## src/design/mcf_pkg.sv

```systemverilog
// ----------------------------------------------------------------------------
// mcf_pkg
// Shared types, constants and boolean matrix helpers for the morphism code
// filter: code layout, incidence matrix type and per-item result struct.
// ----------------------------------------------------------------------------
package mcf_pkg;

    // Code layout: four letters, three image letters each, two bits a letter
    localparam int NUM_LETTERS = 4;
    localparam int IMG_LEN     = 3;
    localparam int LETTER_W    = 2;
    localparam int CODE_W      = NUM_LETTERS * IMG_LEN * LETTER_W;

    // Image letter-sum reaches 9, distinct count reaches 4
    localparam int SUM_W   = 4;
    localparam int COUNT_W = 3;

    // Threshold register
    localparam int                 THRESH_W     = 3;
    localparam logic [THRESH_W-1:0] THRESH_RESET = 3'd3;

    typedef logic [CODE_W-1:0]   t_code;
    typedef logic [LETTER_W-1:0] t_letter;
    typedef logic [SUM_W-1:0]    t_sum;
    typedef logic [COUNT_W-1:0]  t_count;
    typedef logic [THRESH_W-1:0] t_thresh;

    // Boolean incidence matrix: row i, bit j set when letter i is in image of j
    typedef logic [NUM_LETTERS-1:0][NUM_LETTERS-1:0] t_mat;

    // Per-item test results from the evaluation logic
    typedef struct packed {
        logic   prolongable;
        t_count distinct_sums;
        logic   primitive_res;
    } t_result;

    // Boolean matrix product, row-mask form: row i of a selects rows of b
    function automatic t_mat mat_mul(input t_mat a, input t_mat b);
        t_mat r;
        r = '0;
        for (int i = 0; i < NUM_LETTERS; i++) begin
            for (int k = 0; k < NUM_LETTERS; k++) begin
                if (a[i][k]) begin
                    r[i] = r[i] | b[k];
                end
            end
        end
        return r;
    endfunction

endpackage

```

## src/design/morphism_code_filter_core.sv

```systemverilog
// Path: an accepted code is held in the input register, then in the result
// register, which raises result valid.
// Throughput: one code per cycle; a stalled result holds both stages.
// Reset: synchronous, active low; clears both valid flags and loads the
// distinct-sums threshold with 3.
// ----------------------------------------------------------------------------
// morphism_code_filter_core
// Tests 24-bit codes of 3-uniform morphisms on four letters for prolongable,
// distinct image sums and primitivity, and flags codes that pass all three.
// ----------------------------------------------------------------------------
module morphism_code_filter_core (
    input  logic                   i_clk,
    input  logic                   i_rst_n,

    // Threshold write channel
    input  logic                   i_cfg_valid,
    output logic                   o_cfg_ready,
    input  mcf_pkg::t_thresh       i_cfg_min_distinct_sums,

    // Code input channel
    input  logic                   i_in_valid,
    output logic                   o_in_ready,
    input  mcf_pkg::t_code         i_morphism_code,

    // Result channel
    output logic                   o_out_valid,
    input  logic                   i_out_ready,
    output logic                   o_prolongable,
    output mcf_pkg::t_count        o_distinct_sums,
    output logic                   o_primitive_res,
    output logic                   o_passes_all
);
    import mcf_pkg::*;

    t_thresh r_thresh;
    logic    r_s1_valid;
    t_code   r_code;
    logic    r_out_valid;
    t_result r_result;
    logic    r_passes;

    t_result n_result;
    logic    n_passes;
    logic    out_load;
    logic    s1_load;

    // Threshold register, always writable
    assign o_cfg_ready = 1'b1;

    always_ff @(posedge i_clk) begin
        if (!i_rst_n) begin
            r_thresh <= THRESH_RESET;
        end else if (i_cfg_valid) begin
            r_thresh <= i_cfg_min_distinct_sums;
        end
    end

    // Advance when the next stage is empty or drains this cycle
    assign out_load   = r_s1_valid && (!r_out_valid || i_out_ready);
    assign o_in_ready = !r_s1_valid || out_load;
    assign s1_load    = i_in_valid && o_in_ready;

    // Input register
    always_ff @(posedge i_clk) begin
        if (!i_rst_n) begin
            r_s1_valid <= 1'b0;
        end else if (o_in_ready) begin
            r_s1_valid <= i_in_valid;
        end
    end

    always_ff @(posedge i_clk) begin
        if (s1_load) begin
            r_code <= i_morphism_code;
        end
    end

    // Evaluate the registered code
    mcf_eval u_eval (
        .i_code   (r_code),
        .o_result (n_result)
    );

    // Combine the three tests against the threshold
    assign n_passes = n_result.prolongable && n_result.primitive_res &&
                      (n_result.distinct_sums >= r_thresh);

    // Result register
    always_ff @(posedge i_clk) begin
        if (!i_rst_n) begin
            r_out_valid <= 1'b0;
        end else if (out_load) begin
            r_out_valid <= 1'b1;
        end else if (i_out_ready) begin
            r_out_valid <= 1'b0;
        end
    end

    always_ff @(posedge i_clk) begin
        if (out_load) begin
            r_result <= n_result;
            r_passes <= n_passes;
        end
    end

    assign o_out_valid     = r_out_valid;
    assign o_prolongable   = r_result.prolongable;
    assign o_distinct_sums = r_result.distinct_sums;
    assign o_primitive_res = r_result.primitive_res;
    assign o_passes_all    = r_passes;

endmodule

```

## src/design/mcf_eval.sv

```systemverilog
// ----------------------------------------------------------------------------
// mcf_eval
// Combinational tests on one morphism code: prolongable flag, count of
// distinct image letter-sums and primitivity of the incidence matrix.
// ----------------------------------------------------------------------------
module mcf_eval (
    input  mcf_pkg::t_code   i_code,
    output mcf_pkg::t_result o_result
);
    import mcf_pkg::*;

    t_letter img [NUM_LETTERS][IMG_LEN];
    t_sum    sums [NUM_LETTERS];
    t_mat    m1;
    t_mat    m2;
    t_mat    m4;
    t_mat    m8;
    t_mat    m12;
    logic    prol;
    t_count  count;

    // Split the code into image letters
    always_comb begin
        for (int a = 0; a < NUM_LETTERS; a++) begin
            for (int r = 0; r < IMG_LEN; r++) begin
                img[a][r] = i_code[(a*IMG_LEN + r)*LETTER_W +: LETTER_W];
            end
        end
    end

    // Flag a letter whose image begins with itself
    always_comb begin
        prol = 1'b0;
        for (int a = 0; a < NUM_LETTERS; a++) begin
            if (img[a][0] == t_letter'(a)) begin
                prol = 1'b1;
            end
        end
    end

    // Form letter-sums of each image
    always_comb begin
        for (int a = 0; a < NUM_LETTERS; a++) begin
            sums[a] = t_sum'(img[a][0]) + t_sum'(img[a][1]) + t_sum'(img[a][2]);
        end
    end

    // Count a sum only if no earlier letter has the same one
    always_comb begin
        count = t_count'(1);
        if (sums[1] != sums[0]) begin
            count = count + t_count'(1);
        end
        if ((sums[2] != sums[0]) && (sums[2] != sums[1])) begin
            count = count + t_count'(1);
        end
        if ((sums[3] != sums[0]) && (sums[3] != sums[1]) && (sums[3] != sums[2])) begin
            count = count + t_count'(1);
        end
    end

    // Build the boolean incidence matrix
    always_comb begin
        m1 = '0;
        for (int a = 0; a < NUM_LETTERS; a++) begin
            for (int r = 0; r < IMG_LEN; r++) begin
                m1[img[a][r]][a] = 1'b1;
            end
        end
    end

    // Raise to the twelfth power by squaring. Every column of M is non-empty,
    // so once a power is all positive every later one is too; checking the
    // twelfth power alone therefore covers powers one to twelve.
    always_comb begin
        m2  = mat_mul(m1, m1);
        m4  = mat_mul(m2, m2);
        m8  = mat_mul(m4, m4);
        m12 = mat_mul(m8, m4);
    end

    assign o_result.prolongable   = prol;
    assign o_result.distinct_sums = count;
    assign o_result.primitive_res = &m12;

endmodule

```

## config.mk

```make
export PLATFORM = sky130hd
export DESIGN_NAME = morphism_code_filter_core
export DESIGN_NICKNAME = d
export VERILOG_FILES = /design/src/design/mcf_pkg.sv /design/src/design/morphism_code_filter_core.sv /design/src/design/mcf_eval.sv
export SDC_FILE = /design/constraint.sdc
export NUM_CORES = 1
export LEC_CHECK = 0
export ABC_AREA = 1
export BUFFER_PORTS_ARGS = -buffer_cell sky130_fd_sc_hd__buf_4
export CAP_MARGIN = 20
export CORE_MARGIN = 1.5
export CORE_UTILIZATION = 35
export CTS_CLUSTER_SIZE = 14
export DETAILED_ROUTE_END_ITERATION = 12
export GPL_ROUTABILITY_DRIVEN = 0
export PLACE_DENSITY_LB_ADDON = 0.25
export SYNTH_ARGS = -nofsm -noshare
export SYNTH_HDL_FRONTEND = slang
export SYNTH_SLANG_ARGS = --single-unit
```

## constraint.sdc

```tcl
create_clock -name i_clk -period 10 [get_ports i_clk]
set_clock_uncertainty 0.15 [all_clocks]
set_input_delay 1 -clock i_clk [delete_from_list [all_inputs] [get_ports i_clk]]
set_output_delay 1 -clock i_clk [all_outputs]
set_load 0.05 [all_outputs]
```

==> results of run 1 <==
kinds of logic (layout without fill, tap and decap cells):
kind of cell	count (synthesis)	in the layout	share of synthesized area (%)
simple gates	387	387	46.3
other cells	1	1	0.0986
xor+xnor	21	21	4.84
fa+ha+maj	26	26	10.1
buf+inv	83	129	8.29
flops	35	35	26.3
compound gates	26	26	3.82
mux	1	1	0.263
worst register-to-register path, delay by kind of cell, from the launching register on:
kind | cells | cell delay [ns]
fa+ha+maj | 5 | 1.60
flops | 1 | 0.44
xor+xnor | 2 | 0.41
simple gates | 5 | 0.29
buf+inv | 2 | 0.08
compound gates | 4 | 0.95
report_power, final:
group	internal (mW)	switching, mW	total (mW)
combinational	0.108	0.189	0.296
sequential	0.178	0.00989	0.188
clock	0.0555	0.0463	0.102
total	0.341	0.245	0.586
flip-flops by register name (all words and copies together), names as in the netlist:
| signal | count |
|---|---|
| o_prolongable | 1 |
| r_code | 24 |
| o_distinct_sums | 3 |
| o_primitive_res | 1 |
| r_s1_valid | 1 |
| r_thresh | 3 |
| o_out_valid | 1 |
| o_passes_all | 1 |
layout by cell type, fill, tap and decap left out:
| cell | count |
|---|---|
| clkbuf_8 | 6 |
| nor2_2 | 8 |
| dfxtp_1 | 5 |
| nor2_1 | 24 |
| nand2_1 | 290 |
| mux2i_1 | 1 |
| a31oi_1 | 1 |
| inv_2 | 16 |
| nand3_1 | 16 |
| ha_1 | 18 |
| xnor2_1 | 9 |
| a21oi_1 | 13 |
| nor3_1 | 4 |
| fa_1 | 8 |
| edfxtp_1 | 30 |
| nor2_4 | 5 |
| o41ai_2 | 1 |
| conb_1 | 1 |
| nand4_1 | 5 |
| nand3_2 | 21 |
| buf_4 | 39 |
| clkinv_2 | 1 |
| o21ai_1 | 5 |
| clkbuf_1 | 1 |
| nand3_4 | 4 |
| xor2_1 | 12 |
| nand2_2 | 10 |
| o21ai_0 | 5 |
| inv_1 | 66 |
| a21boi_1 | 1 |
through the flow:
step | hold slack [ns] | power (mW) | cells | area [um^2] | setup slack [ns]
after floorplan | 0.285 | 0.419 | 580 | 3800 | 6.18
after global placement | 0.301 | 0.480 | 754 | 4260 | 5.97
after detailed placement | 0.308 | 0.487 | 754 | 4260 | 5.83
after CTS | 0.325 | 0.590 | 762 | 4350 | 5.82
after global routing | 0.355 | 0.638 | 762 | 4350 | 5.52
final | 0.315 | 0.586 | 762 | 4350 | 5.85
layer usage:
metal	vias up	global-route usage [%]
met1	1644	21.0
met5	-	0
met4	0	6.29
met2	81	31.6
li1	1885	-
met3	16	1.95
area by class of cell:
class | instances | area [um^2]
Clock buffer | 7 | 86.3
Fill cell | 1076 | 6070
Inverter | 82 | 308
Tap cell | 136 | 170
Multi-Input combinational cell | 462 | 2490
Timing Repair Buffer | 39 | 293
Clock inverter | 1 | 5.00
Sequential cell | 35 | 1000
path summary, 6_finish.rpt:
path,slack [ns],endpoint,start,cells after the start
hold reg to reg,0.32,r_thresh[2],r_thresh[2],2
setup reg to reg,5.85,o_passes_all,r_code[12],18
hold / removal,0.32,r_thresh[2],r_thresh[2],2
setup / recovery,5.85,o_passes_all,r_code[12],18
==> results.md, run 1 <==
* Status: finished, final reports clean
* Top Layer Used: met4
* Setup Viol. Count Final at 0
* Post-synth cell types at 27
* Top FF cell, synth: edfxtp_1
* YS warnings at 0
* First-pass GRT wire length at between 15 and 20 mm
* Setup crit end kind: flop
* Mean Syn Cell Area at 6.56 um^2
* Core area at 10,400 um^2
* Family with the most delay on the worst path: adder cells
* Worst path bufs/invs at 2
* Sink Count at 35
* Final core area utilization at 41.8%
* Post-synth top cells: nand2_1, inv_1, edfxtp_1
* Startpoint Class: flop
* Share of layout cells above drive strength 1 at 17.7%
* Critical Path Max Stage Delay at roughly 0.49 ns
* Cell area after synthesis at 3800 um^2
* Dpl hpwl at ~7.5 mm
* Min-Delay Path Class: flop to flop
* Die H at 107 um
* Post-Synthesis Cells at 580
* Post-route setup TNS at 0 ns
* Actual slew at the worst max-slew pin at about 0.90 ns
* DRT iter0 DRCs at 173
* Die area at 11,500 um^2
* Post-cts hold buffer count at 0
* Async S/R FF share, synth at 0%
* Placement Rows at 37
* Post-synth top area cell: nand2_1
* Final hold violations at 0
* Synth top area cells: nand2_1, edfxtp_1, inv_1
* Slowest CP cell: fa_1
* Ant. Diodes at 0
* GRT Resource Usage Total at between 15 and 20%
* Sequential-to-total area share from yosys stat at 26.3%
* CTS H-Tree Depth at 2
* Critical path data arrival time at 4.05 ns
* Remaining global-route overflow at 0
* Ports at slightly above 40
* Largest net degree at the start of global routing at 25
* Met1 wire length at 4.25 mm
* Maximum vdd drop at 163 uV
* Worst-path clk slew at 0.07 ns
* Syn Nets at 638
* Initial Util at 36.5%
* Met3 Routed Length at 315 um
* DRT Wirelength at 9.34 mm
* Final Net Count at 683
* Max-slew violation count at 0
* Vias in the first global route at 3,617
* Area Overhead vs Synth at 14.4%
* Routed Antenna Nets at 0
* Initial antenna violation count at 0
* Skew-Pair Late Insertion Delay at 0.29 ns
* CTS Root Cell: clkbuf_8
* Worst endpoint required time at 9.90 ns
* Count leader, synth: nand2_1
* First-pass iteration count of the detailed router at 4
* Fmax achieved at 241 MHz
* DR vias at 3,626
* Crit-path max FO at 4
* Post-synth top area share at 28.6%
* Post-synth EDFFs at 30
* # DRC at 0
* Setup Fix Bufs, Post-CTS at 0
* Worst-case clock buffer depth at 2
* Total CTS buffers at 5
* PortBufs at 39
* PostCTS Resize Cnt at 0
* Critical path cell sequence: ha_1, fa_1, ha_1, nand2_1, inv_1, o21ai_0, xnor2_1, nor3_1, a31oi_1, ha_1, xnor2_1, ha_1, inv_1, nand2_1, a21oi_1, nor2_1, o21ai_0, nor2_1
* Leak at 2.64 nW
* Die width at 107 um
* TritonCTS clock tree: yes
* Max cap viols at 0
* #FFs+latches synth at 35
* Pwr dens at 135 nW/um^2
* Wire per inst at 12.3 um
* Crit path kind: flop to flop
* DR WL met2 at 4.63 mm
* Crit path top cell by count: ha_1
* Post-layout min period at between 4 and 5 ns
* RSZ-0062 raised after global routing: false
* Vias per Instance at 4.76
* Slew margin rel. at 40.2%
* Fin crit share at 41.5%
(Power assumes the default switching activity.)
==> run 2: changes to the inputs <==
--- a/config.mk
+++ b/config.mk
@@ -5,7 +5,7 @@
 export SDC_FILE = /design/constraint.sdc
 export NUM_CORES = 1
 export LEC_CHECK = 0
-export ABC_AREA = 1
+export ABC_AREA = 0
 export BUFFER_PORTS_ARGS = -buffer_cell sky130_fd_sc_hd__buf_4
 export CAP_MARGIN = 20
 export CORE_MARGIN = 1.5
==> constraint.sdc (replaced) <==
create_clock -name i_clk -period 3.5 [get_ports i_clk]
set_clock_uncertainty 0.15 [all_clocks]
set_input_delay 0.35 -clock i_clk [delete_from_list [all_inputs] [get_ports i_clk]]
set_output_delay 0.35 -clock i_clk [all_outputs]
set_load 0.05 [all_outputs]
==> results.md, run 2 <==
* Ant. Diodes at 0
* Max-slew violation count at 0
* Total CTS buffers at 5
* Post-Place Cells at 661
* Top Layer Used: met4
* Die area at 10,700 um^2
* Total power at 2.00 mW
* Cell area after synthesis at 3540 um^2
* RSZ-0062 raised after global routing: true
* Worst endpoint required time at 3.40 ns
* Final hold violations at 0
* Seq pwr share at 26.4%
* NetSw at 0.753 mW
* Post-synth top area share at 25.4%
* Initial Util at a little over a third
* Syn Nets at around 450
* TritonCTS clock tree: yes
* First-pass iteration count of the detailed router at 7
* #FFs+latches synth at 35
* Die width at approximately 100 um
* Post-Synthesis Cells at 389
* Area Overhead vs Synth at 44.8%
* Vias in the first global route at 3,854
* Synth top area cells: edfxtp_1, ha_1, xnor2_1
* Critical path cell sequence: ha_2, fa_2, fa_2, xnor2_1, nand3_1, o221ai_2, o21ai_2, ha_1, xnor2_2, ha_1, nand2b_4, a21oi_2, nor2b_1, o21ai_1, nor2_1, nor4b_2
* Sequential-to-total area share from yosys stat at between 20% and 30%
* Maximum vdd drop at 366 uV
* Count leader, synth: nand2_1
* Vias per Instance at 5.81
* Met3 Routed Length at around 700 um
* DRT iter0 DRCs at 336
* Largest net degree at the start of global routing at 25
* YS warnings at 0
* Top FF cell, synth: edfxtp_1
* Failing checks: setup timing
* Worst path bufs/invs at 0
* Post-synth top area cell: edfxtp_1
* Combinational power share at 58.5%
* Reg area at between 1000 and 1500 um^2
* Most common cell after layout, fill and taps aside: buf_4
* Setup Viol. Count Final at 2
* Sink Count at 35
* Critical path depth in cells at 16
* GRT Resource Usage Total at roughly a fifth
* CTS Root Cell: clkbuf_8
* Final std cell area, no fill at 5130 um^2
* Post-synth EDFFs at 30
* Remaining global-route overflow at 0
* Die H at 104 um
* CTS H-Tree Depth at 2
* Wire per inst at ~17 um
* Met1 wire length at roughly 4.5 mm
* Min-Delay Path Class: input port to flop
* Pwr dens at 389 nW/um^2
* Crit path kind: flop to flop
* Critical path data arrival time at 4.01 ns
* DRT Wirelength at 11.3 mm
* Post-layout min period at 4.11 ns
* Hold Crit Depth at 1
* Slowest CP cell: fa_2
* Routed Antenna Nets at 0
* Max cap viols at 0
* Setup crit end kind: flop
* Most frequent cells in the layout: buf_4, nand2_1, edfxtp_1
* Worst-case clock buffer depth at 2
* Actual slew at the worst max-slew pin at 0.620 ns
* Fmax achieved at 243 MHz
* Worst slack, placed at -0.706 ns
* Ports at 41
* Skew-Pair Late Insertion Delay at between 0.2 and 0.3 ns
* Area of the multi-input gates at 2620 um^2
* Worst Reg-to-Reg Cells at 16
* Async S/R FF share, synth at 0%
* Family with the most delay on the worst path: adder cells
* Int Power at 1.24 mW
* Post-synth top cells: nand2_1, edfxtp_1, a21oi_1, xnor2_1, inv_1
* Max reg flops at 24
* First-pass GRT wire length at 18.3 mm
* Leak at about 2.1 nW
* Status: complete, but fails checks
* Crit-path max FO at 3
* FILL cells at 930
* Final Net Count at 603
* Share of layout cells above drive strength 1 at 38.6%
* Clk network pwr share at ~15%
* Core area at 9770 um^2
* Net Sw Frac at 37.7%
* Mean Syn Cell Area at 9.10 um^2
* Fin crit share at 118%
* Startpoint Class: flop
* Critical Path Max Stage Delay at between 0.5 and 0.6 ns
* Post-route insts no fill at a little under 700
* Post-synth cell types at 63
* DR vias at 3,945
* Most flops, register: r_code
* # DRC at 0
* Placed Area at 4790 um^2
* PnR worst setup slack at -0.614 ns
* Placement Rows at 36
* Dpl hpwl at ~8.7 mm
* Initial antenna violation count at 0
* Worst-path clk slew at 0.07 ns
* DR WL met2 at 5.66 mm
* PortBufs at 39
* Slew margin rel. at about three fifths
run 2: changes by cell type in the layout (fill, tap and decap cells not counted), moves of 16 or more:
cell      before  now
inv_1         66   21
nand3_2       21    2
nand2_1      290   36
buf_4         39  150
inv_2         16    0
nand2b_1       0   19
run 2: power groups by stage:
stage	Sequential [mW]	Clock [mW]	Combinational [mW]
6_report	0.527	0.301	1.17
3_3_place_gp	0.536	0	1.00
3_5_place_dp	0.537	0	1.02
5_1_grt	0.532	0.323	1.26
4_1_cts	0.528	0.307	1.07
2_1_floorplan	0.593	0	0.590
run 2: layout make-up:
type / instances / area share [%]
sequential: 35 / 19.5
tap: 133 / 3.25
multi-input combinational: 330 / 51.1
clock inverter: 2 / 0.220
timing repair buffer: 152 / 22.7
inverter: 21 / 1.54
clock buffer: 6 / 1.61
run 2: timing repair:
action | CTS | global route
pin swaps | 8 | 18
hold buffers | 0 | 0
endpoints found under the setup margin | 2 | 3
resized for setup | 10 | 20
buffers inserted | 4 | 4
gates cloned | 1 | 0
run 2: cell families (layout without fill, tap and decap cells):
family          count (synthesis)  count (layout)  share of synthesized area (%)
other cells                     1               1                          0.106
buf+inv                        25             181                           3.00
simple gates                  128             128                           19.5
mux                             3               3                          0.848
flops                          35              35                           28.3
compound gates                144             145                           30.7
fa+ha+maj                      26              26                           10.9
xor+xnor                       27              27                           6.68
run 2: layer usage:
metal  vias up  GRT usage, %
li1       1856             -
met1      1860          25.4
met2       192          36.2
met3        37          2.39
met4         0          10.4
met5         -             0
run 2: path summary, 6_finish.rpt:
| kind | startpoint | endpoint | slack, ns |
|---|---|---|---|
| worst max-delay path | r_code[14] | o_passes_all | -0.61 |
| worst min-delay path | i_morphism_code[18] | r_code[18] | 0.07 |
| worst max register to register | r_code[14] | o_passes_all | -0.61 |
| worst min register to register | r_thresh[0] | r_thresh[0] | 0.35 |
run 2: per-stage QoR:
step	TNS [ns]	hold slack (ns)	utilization (%)
floorplan	-0.521	0.262	-
global placement	-0.811	0.333	49.0
detailed placement	-0.918	0.342	49.0
CTS	-0.790	0.0688	50.9
global route	-1.06	0.0671	52.5
finish	-0.740	0.0746	52.5
==> run 3: changes to the inputs <==
--- a/config.mk
+++ b/config.mk
@@ -9,7 +9,7 @@
 export BUFFER_PORTS_ARGS = -buffer_cell sky130_fd_sc_hd__buf_4
 export CAP_MARGIN = 20
 export CORE_MARGIN = 1.5
-export CORE_UTILIZATION = 35
+export CORE_UTILIZATION = 30
 export CTS_CLUSTER_SIZE = 14
 export DETAILED_ROUTE_END_ITERATION = 12
 export GPL_ROUTABILITY_DRIVEN = 0
==> results.md, run 3 (same netlist as run 2, synthesis figures left out) <==
* Slew margin rel. at between 60% and 70%
* Share of layout cells above drive strength 1 at 43.4%
* Die width at 112 um
* Critical path cell sequence: ha_1, fa_2, fa_2, xnor2_1, nand3_1, o22ai_1, o21ai_2, ha_1, xnor2_2, ha_1, nand2b_4, a21oi_2, nor2b_1, o21ai_1, nor2_1, nor4b_1
* Final hold violations at 0
* GRT Resource Usage Total at 18.7%
* Wire per inst at 16.6 um
* Busiest grt layer: met2
* Fmax achieved at about 240 MHz
* Reg-to-Reg End: o_passes_all
* Area Overhead vs Synth at 55.6%
* Reg-to-reg startpoint: r_code[0]
* Actual slew at the worst max-slew pin at 0.597 ns
* Final core area utilization at between 40% and 50%
* Setup Viol. Count Final at 2
* Post-Place Cells at 697
* Initial Util at 30.9%
* Routed Antenna Nets at 0
* Worst endpoint required time at 3.38 ns
* Remaining global-route overflow at 0
* Startpoint Class: flop
* Ant. Diodes at 0
* Hold path endpoint: r_code[19]
* Maximum vdd drop at approximately 440 uV
* TritonCTS clock tree: yes
* Post-layout min period at 4.16 ns
* Skew-Pair Late Insertion Delay at 0.28 ns
* RSZ-0062 raised after global routing: true
* Leak at 2.32 nW
* DRT iter0 DRCs at 270
* Max-slew violation count at 0
* Reg area at 1000 um^2
* Area of the multi-input gates at 2690 um^2
* Worst-case clock buffer depth at 2
* Vias per Instance at 5.56
* Vias in the first global route at slightly below 4,000
* Dpl hpwl at 9.37 mm
* DRT Wirelength at approximately 12 mm
* Largest net degree at the start of global routing at 25
* Post-route insts no fill at 715
* Worst Reg-to-Reg Cells at 16
* Status: complete, but fails checks
* FILL cells at 1,072
* Crit path kind: flop to flop
* Max cap viols at 0
* Initial antenna violation count at 0
* Setup crit end kind: flop
* Placement Rows at 39
* Pwr dens at 429 nW/um^2
* First-pass iteration count of the detailed router at 5
* Critical path data arrival time at 4.04 ns
* Worst-path clk slew at 0.05 ns
* Min-Delay Path Class: input port to flop
* Final Net Count at 629
* CTS Root Cell: clkbuf_16
* Core area at 11,500 um^2
* # DRC at 0
* Critical Path Max Stage Delay at 0.56 ns
* GR Layer Usage met1 at 23.3%
* Most common cell after layout, fill and taps aside: buf_4
* Ports at 41
* Die H at 112 um
* Fin crit share at 119%
* DR vias at 3,976
* CTS H-Tree Depth at 2
* Crit path top cell by count: ha_1
* Met3 usage at between 2 and 2.5%
* Slowest CP cell: fa_2
* Max reg flops at 24
* Most flops, register: r_code
* PnR worst setup slack at -0.656 ns
* Hold Startpoint: i_morphism_code[19]
* Reg-to-reg slack, setup at -0.66 ns
* Most frequent cells in the layout: buf_4, nand2_1, edfxtp_1
* Crit-path max FO at 2
* Total CTS buffers at 5
* Sink Count at 35
* Failing checks: setup timing
* Hold Crit Depth at 1
* Grt met2 use at between 30 and 40%
* Die area at 12,500 um^2
* First-pass GRT wire length at between 15 and 20 mm
* PortBufs at 39
## run 3: cell types whose count changed in the layout (fill, tap and decap cells not counted), sizes merged
| cell | before | now |
|---|---|---|
| clkinv | 1 | 0 |
| buf | 152 | 178 |
| a221o | 6 | 5 |
| bufinv | 0 | 2 |
## run 3: final cells by class
class                   count  area share [%]
clock buffers               5            2.27
clock inverters             3            1.23
inverters                  21            1.43
multi-input cells         329            48.8
flip-flops and latches     35            18.2
well taps                 143            3.25
repair buffers            179            24.9
## run 3: stage by stage
| stage | total power, mW | area (um^2) | hold WS (ns) | setup WS [ns] | TNS (ns) |
|---|---|---|---|---|---|
| 2_1_floorplan | 1.18 | 3580 | 0.262 | -0.477 | -0.521 |
| 3_3_place_gp | 1.60 | 5000 | 0.322 | -0.593 | -0.807 |
| 3_5_place_dp | 1.62 | 5000 | 0.334 | -0.817 | -1.07 |
| 4_1_cts | 2.33 | 5360 | 0.0869 | -0.703 | -0.817 |
| 5_1_grt | 2.50 | 5510 | 0.0850 | -0.871 | -1.34 |
| 6_report | 2.36 | 5510 | 0.0929 | -0.656 | -0.850 |
## run 3: critical path: cells and delay by family, from the launching register on
| family | cells | cell delay (ns) |
|---|---|---|
| simple gates | 5 | 0.52 |
| xor+xnor | 2 | 0.34 |
| flops | 1 | 0.38 |
| compound gates | 4 | 0.64 |
| fa+ha+maj | 5 | 1.86 |
## run 3: how the worst max path moves through the flow
stage / endpoint / from / cells after the start / slack [ns]
floorplan: o_passes_all / r_code[14] / 17 / -0.48
finish: o_passes_all / r_code[0] / 16 / -0.66
global placement: o_passes_all / r_code[14] / 17 / -0.59
global route: o_passes_all / r_code[0] / 16 / -0.87
detailed placement: o_passes_all / r_code[14] / 17 / -0.82
CTS: o_passes_all / r_code[6] / 17 / -0.70
## run 3: report_power, final
group	total, mW	switching, mW	leakage, nW	internal, mW
registers	0.530	0.0222	0.329	0.508
logic	1.26	0.615	1.91	0.646
clock network	0.571	0.164	0.0900	0.407
## run 3: repair_timing
| action | in CTS | in global routing |
|---|---|---|
| hold buffers | 0 | 0 |
| pin swaps | 28 | 20 |
| setup endpoints to repair | 3 | 3 |
| gates resized for setup | 24 | 21 |
| setup buffers | 8 | 6 |
## run 3: per-layer routing
layer	vias up	share of wire (%)
li1	1912	-
met1	1878	43
met2	147	49
met3	39	4.1
met4	0	3.4
met5	-	0
